===== config.mk =====
export PLATFORM = sky130hd
export DESIGN_NAME = ppg_adaptive_peak_detector
export DESIGN_NICKNAME = d
export VERILOG_FILES = /design/src/ppg_apd_pkg.sv /design/src/ppg_adaptive_peak_detector.sv
export SDC_FILE = /design/constraint.sdc
export NUM_CORES = 2
export LEC_CHECK = 0
export ABC_AREA = 1
export BUFFER_PORTS_ARGS = -buffer_cell sky130_fd_sc_hd__buf_2
export CORE_ASPECT_RATIO = 1.75
export CORE_UTILIZATION = 40
export CTS_CLUSTER_SIZE = 14
export DETAILED_ROUTE_END_ITERATION = 12
export GPL_ROUTABILITY_DRIVEN = 0
export GPL_TIMING_DRIVEN = 0
export PLACE_DENSITY = 0.61
export SLEW_MARGIN = 10
export SYNTH_ARGS = -nofsm -noshare
export SYNTH_HDL_FRONTEND = slang
export SYNTH_SLANG_ARGS = --single-unit
export TNS_END_PERCENT = 100

===== constraint.sdc =====
create_clock -name i_clk -period 27.3 [get_ports i_clk]
set_input_delay 1.365 -clock i_clk [delete_from_list [all_inputs] [get_ports i_clk]]
set_output_delay 1.365 -clock i_clk [all_outputs]
set_load 0.005 [all_outputs]

===== src/ppg_apd_pkg.sv =====
package ppg_apd_pkg;

    // Crest detector phase
    typedef enum logic [1:0] {
        PH_ARMED  = 2'd0,
        PH_RISING = 2'd1,
        PH_BLANK  = 2'd2
    } t_phase;

    // Configuration register indexes (byte address = 4 * index)
    typedef enum logic [2:0] {
        REG_CONTACT_LEVEL    = 3'd0,
        REG_REFRACTORY_MS    = 3'd1,
        REG_MIN_INTERVAL_MS  = 3'd2,
        REG_MAX_INTERVAL_MS  = 3'd3,
        REG_MAX_JUMP_MS      = 3'd4,
        REG_SETTLE_MS        = 3'd5,
        REG_LOW_PERFUSION_MS = 3'd6,
        REG_MIN_THR_OFFSET   = 3'd7
    } t_reg_idx;

    // Contact quality codes
    typedef enum logic [1:0] {
        Q_NO_CONTACT    = 2'd0,
        Q_LOW_PERFUSION = 2'd1,
        Q_ACQUIRING     = 2'd2,
        Q_TRACKING      = 2'd3
    } t_quality;

    localparam int ADDR_W   = 5;
    localparam int DATA_W   = 32;
    localparam int LEVEL_W  = 18;  // contact_level, min_threshold_offset
    localparam int MS_W     = 16;  // millisecond registers and interval
    localparam int COUNT_W  = 4;
    localparam int STREAK_W = 2;
    localparam int FALL_W   = 2;

    localparam logic [LEVEL_W-1:0] CONTACT_LEVEL_RST  = 18'd1500;
    localparam logic [MS_W-1:0]    REFRACTORY_RST     = 16'd400;
    localparam logic [MS_W-1:0]    MIN_INTERVAL_RST   = 16'd400;
    localparam logic [MS_W-1:0]    MAX_INTERVAL_RST   = 16'd1500;
    localparam logic [MS_W-1:0]    MAX_JUMP_RST       = 16'd350;
    localparam logic [MS_W-1:0]    SETTLE_RST         = 16'd800;
    localparam logic [MS_W-1:0]    LOW_PERFUSION_RST  = 16'd2500;
    localparam logic [LEVEL_W-1:0] MIN_THR_OFFSET_RST = 18'd12;

    localparam int                  BASELINE_RST_W = 14;
    localparam logic [13:0]         BASELINE_RST   = 14'd15000;
    localparam int                  PROMINENCE     = 10;
    localparam int                  WEAK_AMPLITUDE = 10;
    localparam logic [STREAK_W-1:0] STREAK_MAX     = 2'd3;
    localparam logic [COUNT_W-1:0]  COUNT_MAX      = 4'd10;
    localparam logic [FALL_W-1:0]   FALL_MAX       = 2'd3;
    localparam logic [FALL_W-1:0]   FALL_TRIGGER   = 2'd2;

endpackage


===== src/ppg_adaptive_peak_detector.sv =====
// PPG adaptive peak detector. Each input transaction carries one optical sample
// (IR, red, millisecond time stamp); each produces exactly one result transaction
// with contact, beat flag, beat interval, windowed IR peak-to-peak amplitude,
// contact quality and the saturating beat count. The block takes one sample per
// clock cycle: a sample is first captured in the input register, then the whole
// detector update runs in a single combinational pass into the result register,
// whose valid flag drives m_axis_tvalid once the master side lets it advance.
// Only a stalled master side slows the stream. With the result register full and
// the master side stalled, one more sample is held in the input register.
// Thresholds and timing limits are set over the APB port
// (register i at byte address 4*i) and should only be written while no sample
// is in flight. Losing contact clears the window, the beat history and the count.
module ppg_adaptive_peak_detector #(
    parameter int SAMPLE_BITS = 18,
    parameter int WINDOW_LEN  = 50,
    parameter int TIME_BITS   = 32,
    localparam int IN_W  = ((2 * SAMPLE_BITS + TIME_BITS + 7) / 8) * 8,
    localparam int OUT_W = ((SAMPLE_BITS + 24 + 7) / 8) * 8
) (
    input  logic                          i_clk,
    input  logic                          i_rst_n,
    // configuration
    input  logic                          psel,
    input  logic                          penable,
    input  logic                          pwrite,
    input  logic [ppg_apd_pkg::ADDR_W-1:0] paddr,
    input  logic [ppg_apd_pkg::DATA_W-1:0] pwdata,
    output logic [ppg_apd_pkg::DATA_W-1:0] prdata,
    output logic                          pready,
    // sample stream
    input  logic                          s_axis_tvalid,
    output logic                          s_axis_tready,
    input  logic [IN_W-1:0]               s_axis_tdata,   // ir_sample, red_sample, time_ms
    // result stream
    output logic                          m_axis_tvalid,
    input  logic                          m_axis_tready,
    // contact, beat, interval_ms, amplitude, quality, beat_total
    output logic [OUT_W-1:0]              m_axis_tdata
);

    localparam int SB      = SAMPLE_BITS;
    localparam int TB      = TIME_BITS;
    localparam int MS_W    = ppg_apd_pkg::MS_W;
    localparam int LEVEL_W = ppg_apd_pkg::LEVEL_W;
    localparam int CNT_W   = ppg_apd_pkg::COUNT_W;
    localparam int STK_W   = ppg_apd_pkg::STREAK_W;
    localparam int FALL_W  = ppg_apd_pkg::FALL_W;
    localparam int FILL_W  = $clog2(WINDOW_LEN + 1);
    localparam int BASE_W  = (SB > ppg_apd_pkg::BASELINE_RST_W) ? SB
                                                               : ppg_apd_pkg::BASELINE_RST_W;
    localparam int SUM_W   = BASE_W + 6;
    localparam int CMP_W   = (SB > LEVEL_W) ? SB : LEVEL_W;

    // ---------------- configuration registers ----------------
    logic [LEVEL_W-1:0] r_contact_level, r_min_thr_offset;
    logic [MS_W-1:0]    r_refractory_ms, r_min_interval_ms, r_max_interval_ms;
    logic [MS_W-1:0]    r_max_jump_ms, r_settle_ms, r_low_perfusion_ms;

    ppg_apd_pkg::t_reg_idx cfg_idx;
    logic                  cfg_wr;

    assign pready  = 1'b1;
    assign cfg_idx = ppg_apd_pkg::t_reg_idx'(paddr[ppg_apd_pkg::ADDR_W-1:2]);
    assign cfg_wr  = psel && penable && pwrite && pready;

    always_ff @(posedge i_clk) begin
        if (!i_rst_n) begin
            r_contact_level    <= ppg_apd_pkg::CONTACT_LEVEL_RST;
            r_refractory_ms    <= ppg_apd_pkg::REFRACTORY_RST;
            r_min_interval_ms  <= ppg_apd_pkg::MIN_INTERVAL_RST;
            r_max_interval_ms  <= ppg_apd_pkg::MAX_INTERVAL_RST;
            r_max_jump_ms      <= ppg_apd_pkg::MAX_JUMP_RST;
            r_settle_ms        <= ppg_apd_pkg::SETTLE_RST;
            r_low_perfusion_ms <= ppg_apd_pkg::LOW_PERFUSION_RST;
            r_min_thr_offset   <= ppg_apd_pkg::MIN_THR_OFFSET_RST;
        end else if (cfg_wr) begin
            unique case (cfg_idx)
                ppg_apd_pkg::REG_CONTACT_LEVEL:    r_contact_level    <= pwdata[LEVEL_W-1:0];
                ppg_apd_pkg::REG_REFRACTORY_MS:    r_refractory_ms    <= pwdata[MS_W-1:0];
                ppg_apd_pkg::REG_MIN_INTERVAL_MS:  r_min_interval_ms  <= pwdata[MS_W-1:0];
                ppg_apd_pkg::REG_MAX_INTERVAL_MS:  r_max_interval_ms  <= pwdata[MS_W-1:0];
                ppg_apd_pkg::REG_MAX_JUMP_MS:      r_max_jump_ms      <= pwdata[MS_W-1:0];
                ppg_apd_pkg::REG_SETTLE_MS:        r_settle_ms        <= pwdata[MS_W-1:0];
                ppg_apd_pkg::REG_LOW_PERFUSION_MS: r_low_perfusion_ms <= pwdata[MS_W-1:0];
                ppg_apd_pkg::REG_MIN_THR_OFFSET:   r_min_thr_offset   <= pwdata[LEVEL_W-1:0];
                default: ;
            endcase
        end
    end

    // register readback
    always_comb begin
        unique case (cfg_idx)
            ppg_apd_pkg::REG_CONTACT_LEVEL:    prdata = 32'(r_contact_level);
            ppg_apd_pkg::REG_REFRACTORY_MS:    prdata = 32'(r_refractory_ms);
            ppg_apd_pkg::REG_MIN_INTERVAL_MS:  prdata = 32'(r_min_interval_ms);
            ppg_apd_pkg::REG_MAX_INTERVAL_MS:  prdata = 32'(r_max_interval_ms);
            ppg_apd_pkg::REG_MAX_JUMP_MS:      prdata = 32'(r_max_jump_ms);
            ppg_apd_pkg::REG_SETTLE_MS:        prdata = 32'(r_settle_ms);
            ppg_apd_pkg::REG_LOW_PERFUSION_MS: prdata = 32'(r_low_perfusion_ms);
            ppg_apd_pkg::REG_MIN_THR_OFFSET:   prdata = 32'(r_min_thr_offset);
            default:                           prdata = '0;
        endcase
    end

    // ---------------- stream handshake ----------------
    logic          r_in_valid, r_out_valid;
    logic [SB-1:0] r_in_ir, r_in_red;
    logic [TB-1:0] r_in_time;
    logic          advance, proc;

    assign advance       = !r_out_valid || m_axis_tready;
    assign s_axis_tready = !r_in_valid || advance;
    assign proc          = r_in_valid && advance;
    assign m_axis_tvalid = r_out_valid;

    always_ff @(posedge i_clk) begin
        if (!i_rst_n) begin
            r_in_valid  <= 1'b0;
            r_out_valid <= 1'b0;
        end else begin
            if (s_axis_tvalid && s_axis_tready) begin
                r_in_valid <= 1'b1;
            end else if (advance) begin
                r_in_valid <= 1'b0;
            end
            if (advance) begin
                r_out_valid <= r_in_valid;
            end
        end
    end

    // input payload register
    always_ff @(posedge i_clk) begin
        if (s_axis_tvalid && s_axis_tready) begin
            r_in_ir   <= s_axis_tdata[SB-1:0];
            r_in_red  <= s_axis_tdata[2*SB-1:SB];
            r_in_time <= s_axis_tdata[2*SB+TB-1:2*SB];
        end
    end

    // ---------------- detector state ----------------
    ppg_apd_pkg::t_phase r_phase, n_phase;
    logic [SB-1:0]     r_prev_ir, n_prev_ir;
    logic [SB-1:0]     r_crest, n_crest;
    logic [FALL_W-1:0] r_fall_run, n_fall_run;
    logic [TB-1:0]     r_blank_until, n_blank_until;
    logic [TB-1:0]     r_last_crest, n_last_crest;
    logic [MS_W-1:0]   r_last_good, n_last_good;
    logic [STK_W-1:0]  r_good_streak, n_good_streak;
    logic [TB-1:0]     r_contact_start, n_contact_start;
    logic              r_contact_valid, n_contact_valid;
    logic [BASE_W-1:0] r_baseline, n_baseline;
    logic [SB-1:0]     r_window_low, n_window_low;
    logic [SB-1:0]     r_window_high, n_window_high;
    logic [FILL_W-1:0] r_window_fill, n_window_fill;
    logic [SB-1:0]     r_last_amp, n_last_amp;
    logic [CNT_W-1:0]  r_count, n_count;

    // result register payload
    logic            r_out_contact, r_out_beat;
    logic [MS_W-1:0] r_out_interval;
    logic [SB-1:0]   r_out_amp;
    logic [1:0]      r_out_quality;
    logic [CNT_W-1:0] r_out_count;
    logic            n_beat;
    logic [MS_W-1:0] n_interval;
    ppg_apd_pkg::t_quality n_quality;

    // intermediate values
    logic              contact;
    logic [SB-1:0]     win_low, win_high;
    logic [FILL_W-1:0] fill_inc;
    logic [SUM_W-1:0]  base_x, base_sum;
    logic [SB-1:0]     base_new;
    logic [CMP_W-1:0]  amp_quarter, thr_floor, offset;
    logic [CMP_W:0]    threshold;
    logic [SB:0]       crest_floor;
    logic [TB-1:0]     elapsed, ibi, ibi_diff, lgi_x;
    logic [FALL_W-1:0] fall_inc;

    always_comb begin
        // defaults: hold
        n_phase         = r_phase;
        n_prev_ir       = r_prev_ir;
        n_crest         = r_crest;
        n_fall_run      = r_fall_run;
        n_blank_until   = r_blank_until;
        n_last_crest    = r_last_crest;
        n_last_good     = r_last_good;
        n_good_streak   = r_good_streak;
        n_contact_start = r_contact_start;
        n_contact_valid = r_contact_valid;
        n_baseline      = r_baseline;
        n_count         = r_count;
        n_beat          = 1'b0;
        n_interval      = '0;
        n_quality       = ppg_apd_pkg::Q_NO_CONTACT;

        // amplitude window
        win_low       = (r_in_ir < r_window_low) ? r_in_ir : r_window_low;
        win_high      = (r_in_ir > r_window_high) ? r_in_ir : r_window_high;
        fill_inc      = r_window_fill + 1'b1;
        n_window_low  = win_low;
        n_window_high = win_high;
        n_window_fill = fill_inc;
        n_last_amp    = r_last_amp;
        if (fill_inc >= FILL_W'(WINDOW_LEN)) begin
            n_last_amp    = (win_high > win_low) ? (win_high - win_low) : '0;
            n_window_low  = '1;
            n_window_high = '0;
            n_window_fill = '0;
        end

        contact = (CMP_W'(r_in_ir) > CMP_W'(r_contact_level)) ||
                  (CMP_W'(r_in_red) > CMP_W'(r_contact_level));

        // baseline: (b*31 + ir) / 32
        base_x      = SUM_W'(r_baseline);
        base_sum    = (base_x << 5) - base_x + SUM_W'(r_in_ir);
        base_new    = base_sum[SB+4:5];

        // adaptive threshold
        amp_quarter = CMP_W'(n_last_amp >> 2);
        thr_floor   = CMP_W'(r_min_thr_offset);
        offset      = (amp_quarter < thr_floor) ? thr_floor : amp_quarter;
        threshold   = (CMP_W+1)'(base_new) + (CMP_W+1)'(offset);
        crest_floor = (SB+1)'(base_new) + (SB+1)'(ppg_apd_pkg::PROMINENCE);

        n_contact_start = r_contact_valid ? r_contact_start : r_in_time;
        elapsed  = r_in_time - n_contact_start;
        ibi      = r_in_time - r_last_crest;
        lgi_x    = TB'(r_last_good);
        ibi_diff = (ibi > lgi_x) ? (ibi - lgi_x) : (lgi_x - ibi);
        fall_inc = (r_fall_run != ppg_apd_pkg::FALL_MAX) ? (r_fall_run + 1'b1) : r_fall_run;

        if (contact) begin
            n_contact_valid = 1'b1;
            n_baseline      = BASE_W'(base_new);

            // crest detector
            unique case (r_phase)
                ppg_apd_pkg::PH_RISING: begin
                    if (r_in_ir > r_crest) begin
                        n_crest = r_in_ir;
                    end
                    if (r_in_ir < r_prev_ir) begin
                        n_fall_run = fall_inc;
                        if (fall_inc >= ppg_apd_pkg::FALL_TRIGGER) begin
                            if ((SB+1)'(n_crest) > crest_floor) begin
                                // accept crest and check the interval
                                n_last_crest  = r_in_time;
                                n_phase       = ppg_apd_pkg::PH_BLANK;
                                n_blank_until = r_in_time + TB'(r_refractory_ms);
                                if ((elapsed > TB'(r_settle_ms)) &&
                                    (ibi >= TB'(r_min_interval_ms)) &&
                                    (ibi <= TB'(r_max_interval_ms)) &&
                                    ((r_last_good == '0) ||
                                     (ibi_diff <= TB'(r_max_jump_ms)))) begin
                                    n_last_good = ibi[MS_W-1:0];
                                    n_interval  = ibi[MS_W-1:0];
                                    n_beat      = 1'b1;
                                    if (r_good_streak < ppg_apd_pkg::STREAK_MAX) begin
                                        n_good_streak = r_good_streak + 1'b1;
                                    end
                                    if (r_count < ppg_apd_pkg::COUNT_MAX) begin
                                        n_count = r_count + 1'b1;
                                    end
                                end
                            end else begin
                                n_phase = ppg_apd_pkg::PH_ARMED;
                            end
                        end
                    end else begin
                        n_fall_run = '0;
                    end
                end
                ppg_apd_pkg::PH_BLANK: begin
                    if (r_in_time >= r_blank_until) begin
                        n_phase = ppg_apd_pkg::PH_ARMED;
                    end
                end
                default: begin
                    if ((CMP_W+1)'(r_in_ir) >= threshold) begin
                        n_phase    = ppg_apd_pkg::PH_RISING;
                        n_crest    = r_in_ir;
                        n_fall_run = '0;
                    end
                end
            endcase
            n_prev_ir = r_in_ir;

            // contact quality
            if ((elapsed > TB'(r_low_perfusion_ms)) &&
                ((n_last_amp < SB'(ppg_apd_pkg::WEAK_AMPLITUDE)) || (n_good_streak == '0))) begin
                n_quality = ppg_apd_pkg::Q_LOW_PERFUSION;
            end else if (n_count < ppg_apd_pkg::COUNT_MAX) begin
                n_quality = ppg_apd_pkg::Q_ACQUIRING;
            end else begin
                n_quality = ppg_apd_pkg::Q_TRACKING;
            end
        end else begin
            // contact lost: drop tracking state
            n_contact_valid = 1'b0;
            n_contact_start = '0;
            n_last_crest    = '0;
            n_last_good     = '0;
            n_good_streak   = '0;
            n_crest         = '0;
            n_fall_run      = '0;
            n_phase         = ppg_apd_pkg::PH_ARMED;
            n_last_amp      = '0;
            n_window_low    = '1;
            n_window_high   = '0;
            n_window_fill   = '0;
            n_count         = '0;
        end
    end

    // state registers
    always_ff @(posedge i_clk) begin
        if (!i_rst_n) begin
            r_phase         <= ppg_apd_pkg::PH_ARMED;
            r_prev_ir       <= '0;
            r_crest         <= '0;
            r_fall_run      <= '0;
            r_blank_until   <= '0;
            r_last_crest    <= '0;
            r_last_good     <= '0;
            r_good_streak   <= '0;
            r_contact_start <= '0;
            r_contact_valid <= 1'b0;
            r_baseline      <= BASE_W'(ppg_apd_pkg::BASELINE_RST);
            r_window_low    <= '1;
            r_window_high   <= '0;
            r_window_fill   <= '0;
            r_last_amp      <= '0;
            r_count         <= '0;
        end else if (proc) begin
            r_phase         <= n_phase;
            r_prev_ir       <= n_prev_ir;
            r_crest         <= n_crest;
            r_fall_run      <= n_fall_run;
            r_blank_until   <= n_blank_until;
            r_last_crest    <= n_last_crest;
            r_last_good     <= n_last_good;
            r_good_streak   <= n_good_streak;
            r_contact_start <= n_contact_start;
            r_contact_valid <= n_contact_valid;
            r_baseline      <= n_baseline;
            r_window_low    <= n_window_low;
            r_window_high   <= n_window_high;
            r_window_fill   <= n_window_fill;
            r_last_amp      <= n_last_amp;
            r_count         <= n_count;
        end
    end

    // result register
    always_ff @(posedge i_clk) begin
        if (proc) begin
            r_out_contact  <= contact;
            r_out_beat     <= n_beat;
            r_out_interval <= n_interval;
            r_out_amp      <= n_last_amp;
            r_out_quality  <= n_quality;
            r_out_count    <= n_count;
        end
    end

    assign m_axis_tdata = OUT_W'({r_out_count, r_out_quality, r_out_amp,
                                  r_out_interval, r_out_beat, r_out_contact});

`ifndef SYNTHESIS
    // a beat is only reported in contact, inside the interval range, and counted
    a_beat_in_range: assert property (@(posedge i_clk) disable iff (!i_rst_n)
        (r_out_valid && r_out_beat) |->
            (r_out_contact && (r_out_interval >= r_min_interval_ms) &&
             (r_out_interval <= r_max_interval_ms) && (r_out_count != '0)))
        else $error("beat result outside interval range or without contact");

    // beat count only exists while contact is tracked
    a_count_needs_contact: assert property (@(posedge i_clk) disable iff (!i_rst_n)
        !r_contact_valid |-> ((r_count == '0) && (r_good_streak == '0)))
        else $error("beat history kept without contact");

    // an empty window has its extremes cleared
    a_window_cleared: assert property (@(posedge i_clk) disable iff (!i_rst_n)
        (r_window_fill == '0) |-> ((r_window_high == '0) && (&r_window_low)))
        else $error("window extremes not cleared at window start");

    // refractory phase only follows an accepted crest during contact
    a_blank_in_contact: assert property (@(posedge i_clk) disable iff (!i_rst_n)
        (r_phase == ppg_apd_pkg::PH_BLANK) |-> r_contact_valid)
        else $error("refractory phase without contact");

    // a processed sample always lands in the result register
    a_result_follows: assert property (@(posedge i_clk) disable iff (!i_rst_n)
        proc |=> r_out_valid)
        else $error("processed sample produced no result");
`endif

endmodule

==> flow_summary.json <==
{
  "die_area_um2": 92500,
  "drv_cap": 1,
  "coreArea_um2": 90400,
  "cts-buffers-inserted": 51,
  "yosysSeqAreaShare_pct": 29.4,
  "power.density_nw_per_um2": 60.5,
  "gr-total-overflow": 0,
  "r2r_setup_slack_ns": 13.84,
  "clock_skew_ns": 0.0606,
  "cp-start-kind": "flip-flop",
  "end_kind": "flip-flop",
  "wirelength_mm": 139,
  "numPortBuffers": 155,
  "post-route-min-period_ns": 13.46,
  "core.rowCount": 146,
  "io_pins": 199,
  "grt_pass1_vias": 35100,
  "slew_viol_final": 5,
  "hold-path-endpoint": "r_blank_until[25]",
  "post_cts_buffers": 0,
  "via_per_inst": 5.48,
  "gr-usage-all-layers_pct": 29.8,
  "slowest_delay_ns": 1.22,
  "ys_async_sr_fraction_pct": 0,
  "vias": 36200,
  "rsz0062_at_grt": "no",
  "area_growth_pct": 11.2,
  "fmax_mhz": 74.3,
  "fin_util_pct": 44.9,
  "cp_max_fo": 10,
  "violations": "capacitance limit, slew limit",
  "ys_top_cells_by_count": "nand2_1, inv_1, a21oi_1",
  "grt_pass1_wl_mm": 207,
  "grt_max_degree": 52,
  "syn_area_um2": 36500,
  "max-clock-path-buffers": 3,
  "cp.arrival_ns": 14.01,
  "fin_crit_sh_pct": 49.3,
  "place_ws_ns": 14.26,
  "synthFlopType": "dfxtp_1",
  "max_slew_margin_pct": -1.87,
  "grt_antenna_before_repair": 2,
  "die_w_um": 230,
  "h-tree-depth": 2,
  "avgSynthCellArea_um2": 7.09,
  "fin_ws_ns": 13.84,
  "rr_worst_depth": 57,
  "cts_resized": 0,
  "finalSetupTns_ns": 0,
  "fp.dieH_um": 402,
  "min_from": "r_blank_until[25]",
  "drt_iter0_markers": 2524,
  "status": "complete, but fails checks",
  "wl_per_cell_um": 21.1,
  "drive_gt1_share_pct": 6.44,
  "slowest_stage": "o21ai_0",
  "critPathKind": "reg2reg",
  "r2r_end": "r_crest[0]",
  "synth_top_area_share_pct": 20.3,
  "clock_sinks": 481,
  "synth-edff-count": 110,
  "setup_viol": 0,
  "clock_latency_ns": 0.69,
  "root_buffer": "clkbuf_16",
  "netlist.top_cell.by_area": "dfxtp_1",
  "hpwl_mm": 112,
  "hold_violations": 0,
  "firstDrtPassIters": 6,
  "nets": 5956,
  "clkTransAtPathRegs_ns": 0.06,
  "hold_depth": 2,
  "synth_seq_cells": 481,
  "power_leakage_nw": 18.5,
  "regToRegStartpoint": "r_in_ir[5]",
  "synth_area_leaders": "dfxtp_1, ha_1, nand2_1",
  "required_ns": 27.85,
  "synthDistinctLibCells": 67,
  "ir_drop_mv": 0.0547,
  "tritoncts": "built",
  "antenna_left": 0,
  "synthCells": 5146,
  "initial_core_util_pct": 40.4,
  "synth_most_common_cell": "nand2_1",
  "hold_buffers": 0,
  "drc": 0,
  "hold_class": "reg2reg",
  "path_common_cell": "nand2_1",
  "yosysWarnings": 0,
  "p_total_mw": 2.46,
  "tightest_slew_ns": 1.51
}
## routing by layer
layer	wire (µm)	up-vias	track usage, %
met1	46400	16700	28.1
met3	7070	580	4.44
met5	0	-	0
met2	69400	1284	53.9
li1	-	17700	-
met4	16400	0	29.7
## cells by family (layout without fill, tap and decap cells)
group	count (synthesis)	count (layout)	synth area share [%]
buffers and inverters	983	1236	10.5
xor gates and xnor gates	143	143	3.43
other	2	24	0.0206
AOI/OAI and AO/OA	1309	1309	20.0
muxes	9	9	0.250
DFF	481	481	29.4
adders and majority gates	465	465	16.3
and+or+nand+nor	1754	1754	20.1
## report_power, final
part	total (mW)	internal [mW]	switching, mW
Sequential	0.794	0.759	0.0353
Combinational	0.926	0.319	0.606
Clock	0.738	0.406	0.332
Total	2.46	1.48	0.974
## flip-flops by register name, indices dropped and copies added, names as in the netlist, 18 cells and up
name              cells
r_baseline           18
r_blank_until        32
r_contact_level      18
r_contact_start      32
r_crest              18
r_in_ir              18
r_in_red             18
r_in_time            32
r_last_amp           18
r_last_crest         32
r_min_thr_offset     18
r_out_amp            18
r_prev_ir            18
r_window_high        18
r_window_low         18
## through the flow
| step | instance area (µm²) | hold WS [ns] | instances |
|---|---|---|---|
| 2_1_floorplan | 36600 | 0.427 | 5165 |
| 5_1_grt | 40600 | 0.475 | 6602 |
| 6_report | 40600 | 0.456 | 6605 |
| 4_1_cts | 40600 | 0.459 | 6601 |
| 3_3_place_gp | 38800 | 0.443 | 6504 |
| 3_5_place_dp | 38900 | 0.450 | 6505 |
## worst max-delay path, delay by kind of cell, from the launching register on
family                   cells  cell delay, ns
buffers and inverters        6            1.56
XOR/XNOR                     1            0.16
AND/OR/NAND/NOR             19            2.30
adder cells (fa/ha/maj)      7            2.48
AO/OA/AOI/OAI               24            6.06
flip-flops                   1            0.72
## cell type report
cell class | count | area (µm²)
timing repair buffer | 157 | 811
multi-input combinational | 3701 | 22000
sequential | 481 | 10700
fill | 9282 | 49800
tap | 1184 | 1480
clock inverter | 26 | 303
inverter | 803 | 3020
antenna | 3 | 7.51
clock buffer | 70 | 1410
buffer | 180 | 806
## worst max-delay path by stage
stage / from / endpoint / slack, ns / depth (start not counted)
floorplan: r_in_ir[5] / r_crest[16] / 18.04 / 58
global placement: r_in_ir[5] / r_crest[3] / 14.05 / 58
detailed placement: r_in_ir[5] / r_crest[3] / 14.26 / 57
CTS: r_in_ir[5] / r_crest[0] / 14.18 / 57
global route: r_in_ir[5] / r_crest[6] / 13.12 / 57
finish: r_in_ir[5] / r_crest[0] / 13.84 / 57
## layout by cell type (no fill, tap or decap), types with 110 or more instances in the layout
cell type / Yosys / routed
inv_1: 786 / 785
ha_1: 445 / 445
o21ai_0: 456 / 453
a21oi_1: 535 / 535
buf_2: 5 / 160
clkbuf_1: 137 / 151
nand2_1: 1040 / 1040
nor2_1: 367 / 367
dfxtp_1: 371 / 371
edfxtp_1: 110 / 110
nand3_1: 156 / 156
Note: power is estimated with default switching activity, not from simulation.
